[src/hw/rtl/tpfm_pkg.sv]
// Package for the tone period frequency meter.
// Item types, configuration types, register indexes and sequencer states.
// No dependencies.
package tpfm_pkg;

  localparam int unsigned TimeWidth = 48;
  localparam int unsigned FreqWidth = 32;
  localparam int unsigned CntWidth  = 32;
  localparam int unsigned CfgWidth  = 48;
  localparam int unsigned IdxWidth  = 2;
  localparam int unsigned DivSteps  = FreqWidth;
  localparam int unsigned StepWidth = $clog2(DivSteps);

  localparam logic [FreqWidth-1:0] ClockHzReset = FreqWidth'(16000000);
  localparam logic [TimeWidth-1:0] TimeoutReset = TimeWidth'(800000);
  localparam logic [TimeWidth-1:0] IntervalReset = TimeWidth'(320000);

  typedef enum logic [IdxWidth-1:0] {
    REG_CLOCK_HZ        = 2'd0,
    REG_SILENCE_TIMEOUT = 2'd1,
    REG_CHECK_INTERVAL  = 2'd2
  } reg_idx_e;

  typedef enum logic {
    OP_TOGGLE = 1'b0,
    OP_CHECK  = 1'b1
  } op_e;

  typedef enum logic [2:0] {
    ST_IDLE,
    ST_GAP,
    ST_EVAL,
    ST_DIV,
    ST_DONE
  } state_e;

  typedef struct packed {
    logic                 operation;
    logic [TimeWidth-1:0] now_cycle;
  } in_item_t;

  typedef struct packed {
    logic [FreqWidth-1:0] tone_hz;
    logic                 tone_active;
    logic [CntWidth-1:0]  toggles_seen;
    logic [TimeWidth-1:0] next_check_cycle;
  } out_item_t;

  typedef struct packed {
    logic [FreqWidth-1:0] clock_hz;
    logic [TimeWidth-1:0] silence_timeout;
    logic [TimeWidth-1:0] check_interval;
  } cfg_t;

  typedef struct packed {
    logic                 start;
    logic [FreqWidth-1:0] dividend;
    logic [FreqWidth-1:0] divisor;
  } div_req_t;

  typedef struct packed {
    logic                 done;
    logic [FreqWidth-1:0] quotient;
  } div_rsp_t;

endpackage

[src/hw/rtl/tpfm_cfg.sv]
// Configuration register file of the tone period frequency meter.
// Depends on tpfm_pkg.
module tpfm_cfg (
  input  logic                          clk_i,
  input  logic                          rst_ni,
  input  logic                          cfg_we_i,
  input  logic [tpfm_pkg::IdxWidth-1:0] cfg_index_i,
  input  logic [tpfm_pkg::CfgWidth-1:0] cfg_wdata_i,
  output tpfm_pkg::cfg_t                cfg_o
);

  tpfm_pkg::cfg_t cfg_q, cfg_d;

  always_comb begin
    cfg_d = cfg_q;
    if (cfg_we_i) begin
      case (tpfm_pkg::reg_idx_e'(cfg_index_i))
        tpfm_pkg::REG_CLOCK_HZ:
          cfg_d.clock_hz = cfg_wdata_i[tpfm_pkg::FreqWidth-1:0];
        tpfm_pkg::REG_SILENCE_TIMEOUT:
          cfg_d.silence_timeout = cfg_wdata_i[tpfm_pkg::TimeWidth-1:0];
        tpfm_pkg::REG_CHECK_INTERVAL:
          cfg_d.check_interval = cfg_wdata_i[tpfm_pkg::TimeWidth-1:0];
        default: ;
      endcase
    end
  end

  always_ff @(posedge clk_i or negedge rst_ni) begin
    if (!rst_ni) begin
      cfg_q.clock_hz        <= tpfm_pkg::ClockHzReset;
      cfg_q.silence_timeout <= tpfm_pkg::TimeoutReset;
      cfg_q.check_interval  <= tpfm_pkg::IntervalReset;
    end else begin
      cfg_q <= cfg_d;
    end
  end

  assign cfg_o = cfg_q;

endmodule

[src/hw/rtl/tpfm_div.sv]
// Iterative restoring divider, one quotient bit per cycle.
// Depends on tpfm_pkg.
module tpfm_div (
  input  logic               clk_i,
  input  logic               rst_ni,
  input  tpfm_pkg::div_req_t req_i,
  output tpfm_pkg::div_rsp_t rsp_o
);

  localparam int unsigned W = tpfm_pkg::FreqWidth;

  logic                              busy_q, busy_d;
  logic                              done_q, done_d;
  logic [tpfm_pkg::StepWidth-1:0]    cnt_q, cnt_d;
  logic [W-1:0]                      rem_q, rem_d;
  logic [W-1:0]                      quo_q, quo_d;
  logic [W-1:0]                      dvs_q, dvs_d;
  logic [W:0]                        trial;
  logic [W+1:0]                      diff;
  logic                              ge;

  assign trial = {rem_q, quo_q[W-1]};
  assign diff  = {1'b0, trial} - {2'b00, dvs_q};
  assign ge    = ~diff[W+1];

  always_comb begin
    busy_d = busy_q;
    done_d = 1'b0;
    cnt_d  = cnt_q;
    rem_d  = rem_q;
    quo_d  = quo_q;
    dvs_d  = dvs_q;
    if (req_i.start) begin
      busy_d = 1'b1;
      cnt_d  = '0;
      rem_d  = '0;
      quo_d  = req_i.dividend;
      dvs_d  = req_i.divisor;
    end else if (busy_q) begin
      rem_d = ge ? diff[W-1:0] : trial[W-1:0];
      quo_d = {quo_q[W-2:0], ge};
      cnt_d = cnt_q + 1'b1;
      if (cnt_q == tpfm_pkg::StepWidth'(tpfm_pkg::DivSteps - 1)) begin
        busy_d = 1'b0;
        done_d = 1'b1;
      end
    end
  end

  always_ff @(posedge clk_i or negedge rst_ni) begin
    if (!rst_ni) begin
      busy_q <= 1'b0;
      done_q <= 1'b0;
      cnt_q  <= '0;
    end else begin
      busy_q <= busy_d;
      done_q <= done_d;
      cnt_q  <= cnt_d;
    end
  end

  always_ff @(posedge clk_i) begin
    rem_q <= rem_d;
    quo_q <= quo_d;
    dvs_q <= dvs_d;
  end

  assign rsp_o.done     = done_q;
  assign rsp_o.quotient = quo_q;

endmodule

[src/hw/rtl/tone_period_frequency_meter_unit.sv]
// Top level of the tone period frequency meter: sequencer, meter state, result register.
// Depends on tpfm_pkg, tpfm_cfg and tpfm_div.

// Each item (pin toggle or silence check) is taken one at a time and gives one
// result. A check, or a toggle that needs no division, passes through the gap,
// evaluate and done states; a toggle that measures a period also waits in the
// divide state for the 32-step divider that forms clock_hz / (2 * gap). The next
// item can be accepted in the same cycle that the result first sits in the output
// register; while the output is stalled, a finished item waits in the done state.
module tone_period_frequency_meter_unit (
  input  logic                          clk_i,
  input  logic                          rst_ni,
  input  logic                          in_valid_i,
  output logic                          in_ready_o,
  input  tpfm_pkg::in_item_t            in_data_i,
  output logic                          out_valid_o,
  input  logic                          out_ready_i,
  output tpfm_pkg::out_item_t           out_data_o,
  input  logic                          cfg_we_i,
  input  logic [tpfm_pkg::IdxWidth-1:0] cfg_index_i,
  input  logic [tpfm_pkg::CfgWidth-1:0] cfg_wdata_i
);

  localparam int unsigned TW = tpfm_pkg::TimeWidth;
  localparam int unsigned FW = tpfm_pkg::FreqWidth;

  tpfm_pkg::state_e   state_q, state_d;
  tpfm_pkg::cfg_t     cfg;
  tpfm_pkg::div_req_t div_req;
  tpfm_pkg::div_rsp_t div_rsp;

  logic                        div_start;
  logic                        op_q, op_d;
  logic [TW-1:0]               now_q, now_d;
  logic [TW-1:0]               gap_q, gap_d;
  logic [TW-1:0]               next_q, next_d;
  logic [TW-1:0]               last_q, last_d;
  logic [FW-1:0]               freq_q, freq_d;
  logic                        active_q, active_d;
  logic [tpfm_pkg::CntWidth-1:0] cnt_q, cnt_d;
  logic                        seen_q, seen_d;
  logic                        out_valid_q, out_valid_d;
  tpfm_pkg::out_item_t         out_q, out_d;

  tpfm_cfg u_cfg (
    .clk_i      (clk_i),
    .rst_ni     (rst_ni),
    .cfg_we_i   (cfg_we_i),
    .cfg_index_i(cfg_index_i),
    .cfg_wdata_i(cfg_wdata_i),
    .cfg_o      (cfg)
  );

  tpfm_div u_div (
    .clk_i (clk_i),
    .rst_ni(rst_ni),
    .req_i (div_req),
    .rsp_o (div_rsp)
  );

  assign in_ready_o = (state_q == tpfm_pkg::ST_IDLE);
  assign div_req    = '{start:    div_start,
                        dividend: {1'b0, cfg.clock_hz[FW-1:1]},
                        divisor:  gap_q[FW-1:0]};

  always_comb begin
    state_d     = state_q;
    op_d        = op_q;
    now_d       = now_q;
    gap_d       = gap_q;
    next_d      = next_q;
    last_d      = last_q;
    freq_d      = freq_q;
    active_d    = active_q;
    cnt_d       = cnt_q;
    seen_d      = seen_q;
    out_valid_d = out_valid_q;
    out_d       = out_q;
    div_start   = 1'b0;

    if (out_valid_q && out_ready_i) begin
      out_valid_d = 1'b0;
    end

    case (state_q)
      tpfm_pkg::ST_IDLE: begin
        if (in_valid_i) begin
          op_d    = in_data_i.operation;
          now_d   = in_data_i.now_cycle;
          state_d = tpfm_pkg::ST_GAP;
        end
      end
      tpfm_pkg::ST_GAP: begin
        gap_d   = now_q - last_q;
        state_d = tpfm_pkg::ST_EVAL;
      end
      tpfm_pkg::ST_EVAL: begin
        if (tpfm_pkg::op_e'(op_q) == tpfm_pkg::OP_TOGGLE) begin
          next_d  = '0;
          last_d  = now_q;
          seen_d  = 1'b1;
          cnt_d   = cnt_q + 1'b1;
          state_d = tpfm_pkg::ST_DONE;
          if (seen_q && (gap_q != '0)) begin
            if (gap_q[TW-1:FW] == '0) begin
              div_start = 1'b1;
              state_d   = tpfm_pkg::ST_DIV;
            end else begin
              freq_d   = '0;
              active_d = 1'b1;
            end
          end
        end else begin
          next_d = now_q + cfg.check_interval;
          if (gap_q > cfg.silence_timeout) begin
            freq_d   = '0;
            active_d = 1'b0;
          end
          state_d = tpfm_pkg::ST_DONE;
        end
      end
      tpfm_pkg::ST_DIV: begin
        if (div_rsp.done) begin
          freq_d   = div_rsp.quotient;
          active_d = 1'b1;
          state_d  = tpfm_pkg::ST_DONE;
        end
      end
      tpfm_pkg::ST_DONE: begin
        if (!out_valid_q || out_ready_i) begin
          out_d.tone_hz          = freq_q;
          out_d.tone_active      = active_q;
          out_d.toggles_seen     = cnt_q;
          out_d.next_check_cycle = next_q;
          out_valid_d            = 1'b1;
          state_d                = tpfm_pkg::ST_IDLE;
        end
      end
      default: state_d = tpfm_pkg::ST_IDLE;
    endcase
  end

  always_ff @(posedge clk_i or negedge rst_ni) begin
    if (!rst_ni) begin
      state_q     <= tpfm_pkg::ST_IDLE;
      last_q      <= '0;
      freq_q      <= '0;
      active_q    <= 1'b0;
      cnt_q       <= '0;
      seen_q      <= 1'b0;
      out_valid_q <= 1'b0;
    end else begin
      state_q     <= state_d;
      last_q      <= last_d;
      freq_q      <= freq_d;
      active_q    <= active_d;
      cnt_q       <= cnt_d;
      seen_q      <= seen_d;
      out_valid_q <= out_valid_d;
    end
  end

  always_ff @(posedge clk_i) begin
    op_q   <= op_d;
    now_q  <= now_d;
    gap_q  <= gap_d;
    next_q <= next_d;
    out_q  <= out_d;
  end

  assign out_valid_o = out_valid_q;
  assign out_data_o  = out_q;

endmodule

[config.mk]
export PLATFORM = sky130hd
export DESIGN_NAME = tone_period_frequency_meter_unit
export DESIGN_NICKNAME = d
export VERILOG_FILES = /design/src/hw/rtl/tpfm_pkg.sv /design/src/hw/rtl/tpfm_cfg.sv /design/src/hw/rtl/tpfm_div.sv /design/src/hw/rtl/tone_period_frequency_meter_unit.sv
export SDC_FILE = /design/constraint.sdc
export NUM_CORES = 1
export LEC_CHECK = 0
export ABC_AREA = 1
export BUFFER_PORTS_ARGS = -buffer_cell sky130_fd_sc_hd__buf_4
export CORE_MARGIN = 3
export CORE_UTILIZATION = 60
export DETAILED_ROUTE_END_ITERATION = 16
export PLACE_DENSITY = 0.86
export SETUP_SLACK_MARGIN = 0.5
export SLEW_MARGIN = 10
export SYNTH_ARGS = -nofsm -noshare
export SYNTH_HDL_FRONTEND = slang
export SYNTH_SLANG_ARGS = --single-unit
[constraint.sdc]
create_clock -name clk_i -period 6.74 [get_ports clk_i]
set_input_delay 1.685 -clock clk_i [delete_from_list [all_inputs] [get_ports clk_i]]
set_output_delay 1.685 -clock clk_i [all_outputs]
set_load 0.02 [all_outputs]
# Word-level counts from Yosys, hierarchy flattened

Index checks and enable logic that the tools add are counted.

Bits of input ports: 104
Register bits after elaboration: 607
Output and inout bits: 115
Logic and storage cells: 101

Bitwise logic cells: 2
Magnitude comparators: 1
Add/subtract/negate cells: 5
Eq/ne operators: 13
Multiplexer cells: 37
Reductions and logical operators: 18

Operator list:

| cell                  | number |
|---|---|
| $mux 32               | 6 |
| $pmux 32 s2           | 1 |
| $mux 31               | 2 |
| $add 48x48->48        | 1 |
| $gt 48x48->1          | 1 |
| $reduce_bool 48->1    | 1 |
| $sub 48x48->48        | 1 |
| $sub 33x32->34        | 1 |
| $add 32x1->32 const B | 1 |
| $mux 1                | 18 |
| $mux 3                | 6 |
| $logic_not 16->1      | 1 |
| $pmux 3 s5            | 1 |
| $reduce_and 2->1      | 6 |
| $mux 5                | 2 |
| $ne 3x3->1 const B    | 3 |
| $eq 3x2->1 const B    | 2 |
| $add 5x1->5 const B   | 1 |
| $eq 5x5->1 const B    | 1 |
| $reduce_and 5->1      | 1 |
| $ne 2x2->1 const B    | 2 |
| $reduce_bool 2->1     | 2 |
| $eq 3x1->1 const B    | 1 |
| $eq 3x3->1 const B    | 1 |
| 11 further kinds      | 13 |

# Depth between registers and ports, before layout

Gate-level depths: netlist of the first run.

Word-level depth: 6
Depth in mapped cells: 19
Mapped depth without buffers: 18

# By module

Synthesis of the first run repeated with hierarchy kept, for this count alone.

Cells, all modules: 4003
Area, all modules: 33422.1 um2

Modules (own cells, without submodules):

| module                           | cells an instance | seq. area each (um2) | instances | area an instance (um2) |
|---|---|---|---|---|
| tone_period_frequency_meter_unit | 2452              | 10700.3              | 1         | 21266.6 |
| tpfm_div                         | 981               | 2737.6               | 1         | 6866.6 |
| tpfm_cfg                         | 570               | 3225.6               | 1         | 5288.8 |

# Worst setup path before layout of the first run

OpenSTA, ideal clock, no wires.

Path kind: input to register
Start: input port out_ready_i
End: register out_q, in the netlist out_data_o[0], enable pin
Required time: 6.154 ns
Buffers on the path: 0
Stages: 2
Library setup time: 0.586 ns
Arrival time: 6.412 ns
Setup slack: -0.258 ns
Cell sequence: nor2_1 nor2_1

Longest elaborated chain between the ends: 2

Ends and longest elaborated chain:

| element                           | RTL line                                | text |
|---|---|---|
| start, declared                   | tone_period_frequency_meter_unit.sv:17  | `input logic out_ready_i,` |
| $logic_or 1x1->1                  | tone_period_frequency_meter_unit.sv:130 | `if (!out_valid_q \|\| out_ready_i) begin` |
| $reduce_and 2->1 (no source line) | --                                      |  |
| end signal, assigned              | tone_period_frequency_meter_unit.sv:168 | `out_q <= out_d;` |
| end, declared                     | tone_period_frequency_meter_unit.sv:43  | `tpfm_pkg::out_item_t out_q, out_d;` |

No other way between the ends.
A chain may end at the register's enable or synchronous reset.

# Final worst setup path of the first run

Start: register state_q[2]
End: register u_div.quo_q[31]

Longest elaborated chain between the ends: 2

Ends and longest elaborated chain:

| element                | RTL line                                | text |
|---|---|---|
| start, declared        | tone_period_frequency_meter_unit.sv:27  | `tpfm_pkg::state_e state_q, state_d;` |
| start signal, assigned | tone_period_frequency_meter_unit.sv:145 | `state_q <= tpfm_pkg::ST_IDLE;` |
| start signal, assigned | tone_period_frequency_meter_unit.sv:153 | `state_q <= state_d;` |
| $eq 3x2->1             | tone_period_frequency_meter_unit.sv:85  | `case (state_q)` |
| $mux 1                 | tone_period_frequency_meter_unit.sv:85  |  |
| end signal, assigned   | tpfm_div.sv:64                          | `quo_q <= quo_d;` |
| end, declared          | tpfm_div.sv:16                          | `logic [W-1:0] quo_q, quo_d;` |

No other way between the ends.

==> results of run 1 <==
[synth_stat cells, drive strengths merged (49+ instances only)]
cell	instances	area [µm²]
nand4	52	331.6
inv	550	2064
edfxtp	321	9639
a21oi	217	1097
nand3	210	1061
nand2	911	3445
clkbuf	49	183.9
o21ai	364	1822
dfrtp	234	5856
nor2	412	1625
ha	177	2215
xor2	59	516.8
[layout make-up]
type                            count  area, µm²
Tap cell                          688      860.8
Timing Repair Buffer              231       1767
Clock buffer                       77       1699
Clock inverter                     39      540.5
Inverter                          552       2072
Sequential cell                   606      16630
Multi-Input combinational cell   2564      13340
Fill cell                        4103      16060
[kinds of logic (layout without fill, tap and decap cells)]
group | Yosys count | after routing | synth area share [%]
AND/OR/NAND/NOR | 1648 | 1648 | 21.15
adder cells (fa/ha/maj) | 180 | 180 | 7.026
XOR/XNOR | 92 | 92 | 2.512
buffers and inverters | 631 | 899 | 7.529
AO/OA/AOI/OAI | 644 | 644 | 10.42
flip-flops | 606 | 606 | 51.36
[per-stage QoR]
stage	area [µm²]	util, %	hold WS, ns
after global routing	36910	69.68	0.4192
after detailed placement	34670	65.45	0.4052
after floorplan	32380	-	0.4003
final	36910	69.68	0.4095
after CTS	36910	69.68	0.4128
after global placement	34670	65.45	0.4004
[worst reg2reg max path, cell delays in order (launching register included)]
cell and delay (ns):
dfrtp_1 0.50, nor2_4 0.22, nand2_4 0.10, inv_2 0.73
nand2_1 0.64, nor2_4 0.29, inv_2 0.27, nand2_1 0.21
buf_4 0.49, nor2_1 0.12, a21oi_1 0.15, inv_1 0.06
[state kept, by name (all words and copies together), names as in the netlist]
register      count
out_data_o      113
now_q            48
u_div.cnt_q       5
op_q              1
u_div.rem_q      32
last_q           48
u_div.done_q      1
active_q          1
freq_q           32
u_cfg.cfg_o     127
cnt_q            32
seen_q            1
u_div.dvs_q      32
u_div.busy_q      1
gap_q            48
out_valid_o       1
u_div.quo_q      32
state_q           3
next_q           48
[layer usage]
| layer | vias up | share of wire, % |
|---|---|---|
| met1 | 12950 | 38 |
| met5 | - | 0.013 |
| met4 | 2 | 5.8 |
| met2 | 1298 | 48 |
| met3 | 298 | 8.0 |
| li1 | 12900 | - |
[report_power, final]
group	switching, W	internal, W
Clock	0.00150	0.00225
Combinational	0.00366	0.00163
Sequential	0.000634	0.00510
Total	0.00580	0.00899
[cells in the final DEF (no fill, tap or decap), types with 16 or more instances in the layout]
cell and instances:
nand4_1 51, nor2_1 399, nand3_1 207, dfxtp_1 33
xnor2_1 32, buf_4 228, xor2_1 59, dfrtp_1 234
o21ai_0 335, nand2_1 904, dfstp_2 18, a21oi_1 216
edfxtp_1 321, nor3_1 38, ha_1 177, clkbuf_16 63
o21bai_1 23, inv_1 541, a31oi_1 16, o21ai_1 29
[worst paths after layout]
check,endpoint,cells after the start
worst max-delay path,u_div.quo_q[31],11
worst min-delay path,out_data_o[36],0
worst max register to register,u_div.quo_q[31],11
worst min register to register,out_data_o[36],0
max in group asynchronous,cnt_q[22],2
min in group asynchronous,freq_q[15],1
==> impl_metrics.env, run 1 <==
export IMPL_rows=84
export IMPL_grt_pass1_vias=27010
export IMPL_fp_dieW_um=238.3
export IMPL_worstPathCellList="nor2_4, nand2_4, inv_2, nand2_1, nor2_4, inv_2, nand2_1, buf_4, nor2_1, a21oi_1, inv_1"
export IMPL_synth_edf_count=321
export IMPL_grtUsageMet3_pct=5.386
export IMPL_antenna_left=0
export IMPL_grt_use_met2_pct=57.51
export IMPL_place_hpwl_mm=74.35
export IMPL_final_hold_violation_count=0
export IMPL_grt_ovfl_total=0
export IMPL_root_buffer="clkbuf_16"
export IMPL_synth_cells=3801
export IMPL_rrSetupSlack_ns=2.88
export IMPL_wl_mm=97.74
export IMPL_dr_pass1_iters=6
export IMPL_synth_warnings=0
export IMPL_required_ns=7.28
export IMPL_critPathLaunchType="flop"
export IMPL_r2r_start="state_q[2]"
export IMPL_grt_busiest_layer="met2"
export IMPL_vias_per_cell=5.770
export IMPL_htreeDepth=2
export IMPL_maxSlewViolCount=0
export IMPL_cp_top_family="buffers and inverters"
export IMPL_wire_per_inst_um=20.55
export IMPL_n_antenna_cell=0
export IMPL_design_power_total_w=0.01478
export IMPL_cp_arrival_ns=4.40
export IMPL_core_area_um2=52970
export IMPL_p_leak_nw=16.97
export IMPL_cp_slowest_cell="inv_2"
export IMPL_syn2layout_area_growth_pct=14.01
export IMPL_insertion_delay_ns=0.65
export IMPL_crit_buf_inv=4
export IMPL_slowest_delay_ns=0.73
export IMPL_slew_headroom_pct=24.22
export IMPL_outcome="complete, no violations"
export IMPL_fmaxAchievable_mhz=259.1
export IMPL_setup_viol=0
export IMPL_tritoncts="done"
export IMPL_post_route_min_period_ns=3.859
export IMPL_hp_start="next_q[36]"
export IMPL_die_h_um=238.3
export IMPL_crit_fanout=49
export IMPL_drive_gt1_share_pct=9.781
export IMPL_gp_congestion=1.020
export IMPL_antenna_found_initial=1
export IMPL_post_cts_resized=0
export IMPL_tns_ns=0
export IMPL_critPathKind="reg -> reg"
export IMPL_ctsHoldBuffers=0
export IMPL_cp_end_kind="flop"
export IMPL_grt_usage_pct=34.34
export IMPL_ys_ff_latch=606
export IMPL_dp_cells=4641
export IMPL_cts_path_max_buffers=3
export IMPL_start_util_pct=61.12
export IMPL_fin_nets=4300
export IMPL_grt_pass1_wl_mm=150.6
export IMPL_hp_class="reg -> reg"
export IMPL_syn_num_nets=4085
export IMPL_numPortBuffers=218
export IMPL_synthesis_area_um2=32370
export IMPL_io_pins=219
export IMPL_synth_ff_type="edfxtp_1"
export IMPL_cts_clk_slew_worst_paths_ns=0.06
export IMPL_cts_buffers=61
export IMPL_postSynthAreaPerCell_um2=8.517
export IMPL_pwr_density_cell_nw_per_um2=400.5
export IMPL_netlist_cell_type_count=52
export IMPL_drc=0
export IMPL_met1_usage_pct=43.82
export IMPL_grt_max_degree=157
export IMPL_fin_crit_sh_pct=57.25
export IMPL_postCtsSetupRepairBufs=0
export IMPL_synth_seq_area_share_pct=51.36
export IMPL_final_cells=4757
export IMPL_crit_start="state_q[2]"
export IMPL_vias=27450
export IMPL_tightest_slew_ns=1.137
export IMPL_fin_ws_ns=2.881
export IMPL_pre_cts_ws_ns=2.947
export IMPL_drtIter0Drc=2863
export IMPL_synthArstFlopShare_pct=41.58
export IMPL_ir_drop_v=0.0003439
export IMPL_dieArea_um2=56780
export IMPL_rsz0062_at_grt="no"
export IMPL_maxCapViolCount=0
export IMPL_cts_sinks=606
export IMPL_fin_skew_ns=0.02369
No activity file was read; power rests on OpenSTA's default activity.
==> run 2: changes to the inputs <==
- clock period: 6.74 -> 3.6 ns (I/O delays scaled with it)
==> run 2 against run 1 <==
Wire length fell by 0.63%. Cell count rose by 0.46%. Flip-flop and latch count did not move. Power rose by 84%. Sequential share of layout area fell by 0.063 points. Critical path depth did not move. Via count rose by 0.74%. Clock-buffer cell count did not move. Design area rose by 0.14%. Largest power group unchanged. Clock power rose by 72%. Setup slack got worse by 2.3 ns.
==> impl_metrics.env, run 2 (synthesis gave the netlist of run 1 again) <==
export IMPL_fin_ws_ns=0.5707
export IMPL_ir_drop_v=0.0005898
export IMPL_rrSetupSlack_ns=0.57
export IMPL_vias=27650
export IMPL_start_util_pct=61.12
export IMPL_final_cell_mix="nand2_1, inv_1, nor2_1"
export IMPL_maxCapViolCount=0
export IMPL_vias_per_cell=5.785
export IMPL_dp_cells=4664
export IMPL_cts_path_max_buffers=3
export IMPL_tns_ns=0
export IMPL_p_leak_nw=16.99
export IMPL_grt_use_met2_pct=56.06
export IMPL_drive_gt1_share_pct=10.37
export IMPL_tightest_slew_ns=1.011
export IMPL_final_cells=4779
export IMPL_grt_max_degree=97
export IMPL_ctsHoldBuffers=0
export IMPL_dr_pass1_iters=7
export IMPL_die_h_um=238.3
export IMPL_design_power_total_w=0.02719
export IMPL_numPortBuffers=218
export IMPL_largest_reg_flops=127
export IMPL_pwr_density_cell_nw_per_um2=735.6
export IMPL_fp_dieW_um=238.3
export IMPL_reg2regPathDepth=11
export IMPL_maxSlewViolCount=0
export IMPL_fin_skew_ns=0.01476
export IMPL_fin_crit_sh_pct=84.15
export IMPL_final_hold_violation_count=0
export IMPL_postCtsSetupRepairBufs=0
export IMPL_cp_arrival_ns=3.46
export IMPL_wl_mm=97.12
export IMPL_worstPathCellList="inv_1, ha_1, fa_1, o21ai_2, nand3_1, nand3_1, nand2_1, nand2_1, nand3_1, nand2_1, xor2_1"
export IMPL_fmaxAchievable_mhz=330.1
export IMPL_cp_end_kind="flop"
export IMPL_grt_usage_pct=34.00
export IMPL_outcome="complete, no violations"
export IMPL_critPathKind="reg -> reg"
export IMPL_met1_usage_pct=43.83
export IMPL_io_pins=219
export IMPL_cts_sinks=606
export IMPL_grt_pass1_vias=26530
export IMPL_grt_pass1_wl_mm=148.9
export IMPL_post_route_min_period_ns=3.029
export IMPL_r2r_start="now_q[0]"
export IMPL_drtIter0Drc=2935
export IMPL_rsz0062_at_grt="yes"
export IMPL_drc=0
export IMPL_slew_headroom_pct=32.63
export IMPL_syn2layout_area_growth_pct=14.16
export IMPL_grtUsageMet3_pct=4.785
export IMPL_worstReg2RegEnd="gap_q[32]"
export IMPL_antenna_left=0
export IMPL_required_ns=4.03
export IMPL_setup_viol=0
export IMPL_wire_per_inst_um=20.32
export IMPL_pre_cts_ws_ns=0.5790
export IMPL_critPathLaunchType="flop"
export IMPL_place_hpwl_mm=74.06
export IMPL_slowest_delay_ns=0.56
export IMPL_core_area_um2=52970
export IMPL_cp_slowest_cell="fa_1"
export IMPL_grt_busiest_layer="met2"
export IMPL_cts_buffers=60
export IMPL_post_cts_resized=0
export IMPL_root_buffer="clkbuf_16"
export IMPL_crit_fanout=5
export IMPL_fin_nets=4322
export IMPL_grt_ovfl_total=0
export IMPL_cts_clk_slew_worst_paths_ns=0.07
export IMPL_tritoncts="done"
export IMPL_antenna_found_initial=1
export IMPL_htreeDepth=2
export IMPL_rows=84
export IMPL_final_common_cell="nand2_1"
export IMPL_gp_congestion=1.056
export IMPL_insertion_delay_ns=0.65
export IMPL_hp_class="in -> async"
export IMPL_dieArea_um2=56780
export IMPL_holdWs_ns=0.2395
[run 2: cell count changes in the layout (fill, tap and decap cells not counted), sizes merged]
cell / change
buf: +23
bufinv: -8
clkinv: -1
clkinvlp: +6
diode: +1
inv: +1
[run 2: metrics by stage]
stage               cell area [µm²]  util [%]
floorplan                     32400         -
CTS                           36950     69.75
global placement              34920     65.92
global route                  36960     69.77
detailed placement            34920     65.92
finish                        36960     69.77
[run 2: layout make-up]
| class | count | area [µm²] |
|---|---|---|
| well taps | 688 | 860.8 |
| multi-input cells | 2564 | 13360 |
| inverters | 552 | 2072 |
| flip-flops and latches | 606 | 16630 |
| diodes | 1 | 2.502 |
| fillers | 4100 | 16010 |
| clock buffers | 77 | 1675 |
| repair buffers | 254 | 2002 |
| clock inverters | 37 | 357.8 |
[run 2: power breakdown]
group	total [W]	switching, W	internal, W	leakage [nW]
Clock	0.00644	0.00284	0.00361	0.986
Combinational	0.0100	0.00689	0.00315	9.56
Sequential	0.0107	0.00116	0.00954	6.44
[run 2: metal layers]
layer / routed length (µm) / share of wire [%] / vias to the layer above
met5: 0 / 0 / -
met4: 6131 / 6.3 / 0
met3: 7371 / 7.6 / 305
met2: 46140 / 48 / 1382
met1: 37470 / 39 / 13000
li1: - / - / 12960
[run 2: worst max path at each step]
stage / from / to / slack, ns / depth (start not counted)
CTS: now_q[0] / gap_q[32] / 0.52 / 11
detailed placement: now_q[0] / gap_q[32] / 0.58 / 11
global placement: now_q[0] / gap_q[32] / 0.59 / 11
finish: now_q[0] / gap_q[32] / 0.57 / 11
global route: now_q[0] / gap_q[30] / 0.49 / 8
floorplan: out_ready_i / out_data_o[0] / 0.54 / 2
[run 2: critical path, delay by kind of cell (launching register included)]
kind / cells / cell delay, ns
compound gates: 1 / 0.35
flops: 1 / 0.37
simple gates: 6 / 0.82
fa+ha+maj: 2 / 0.88
xor+xnor: 1 / 0.29
buf+inv: 1 / 0.09
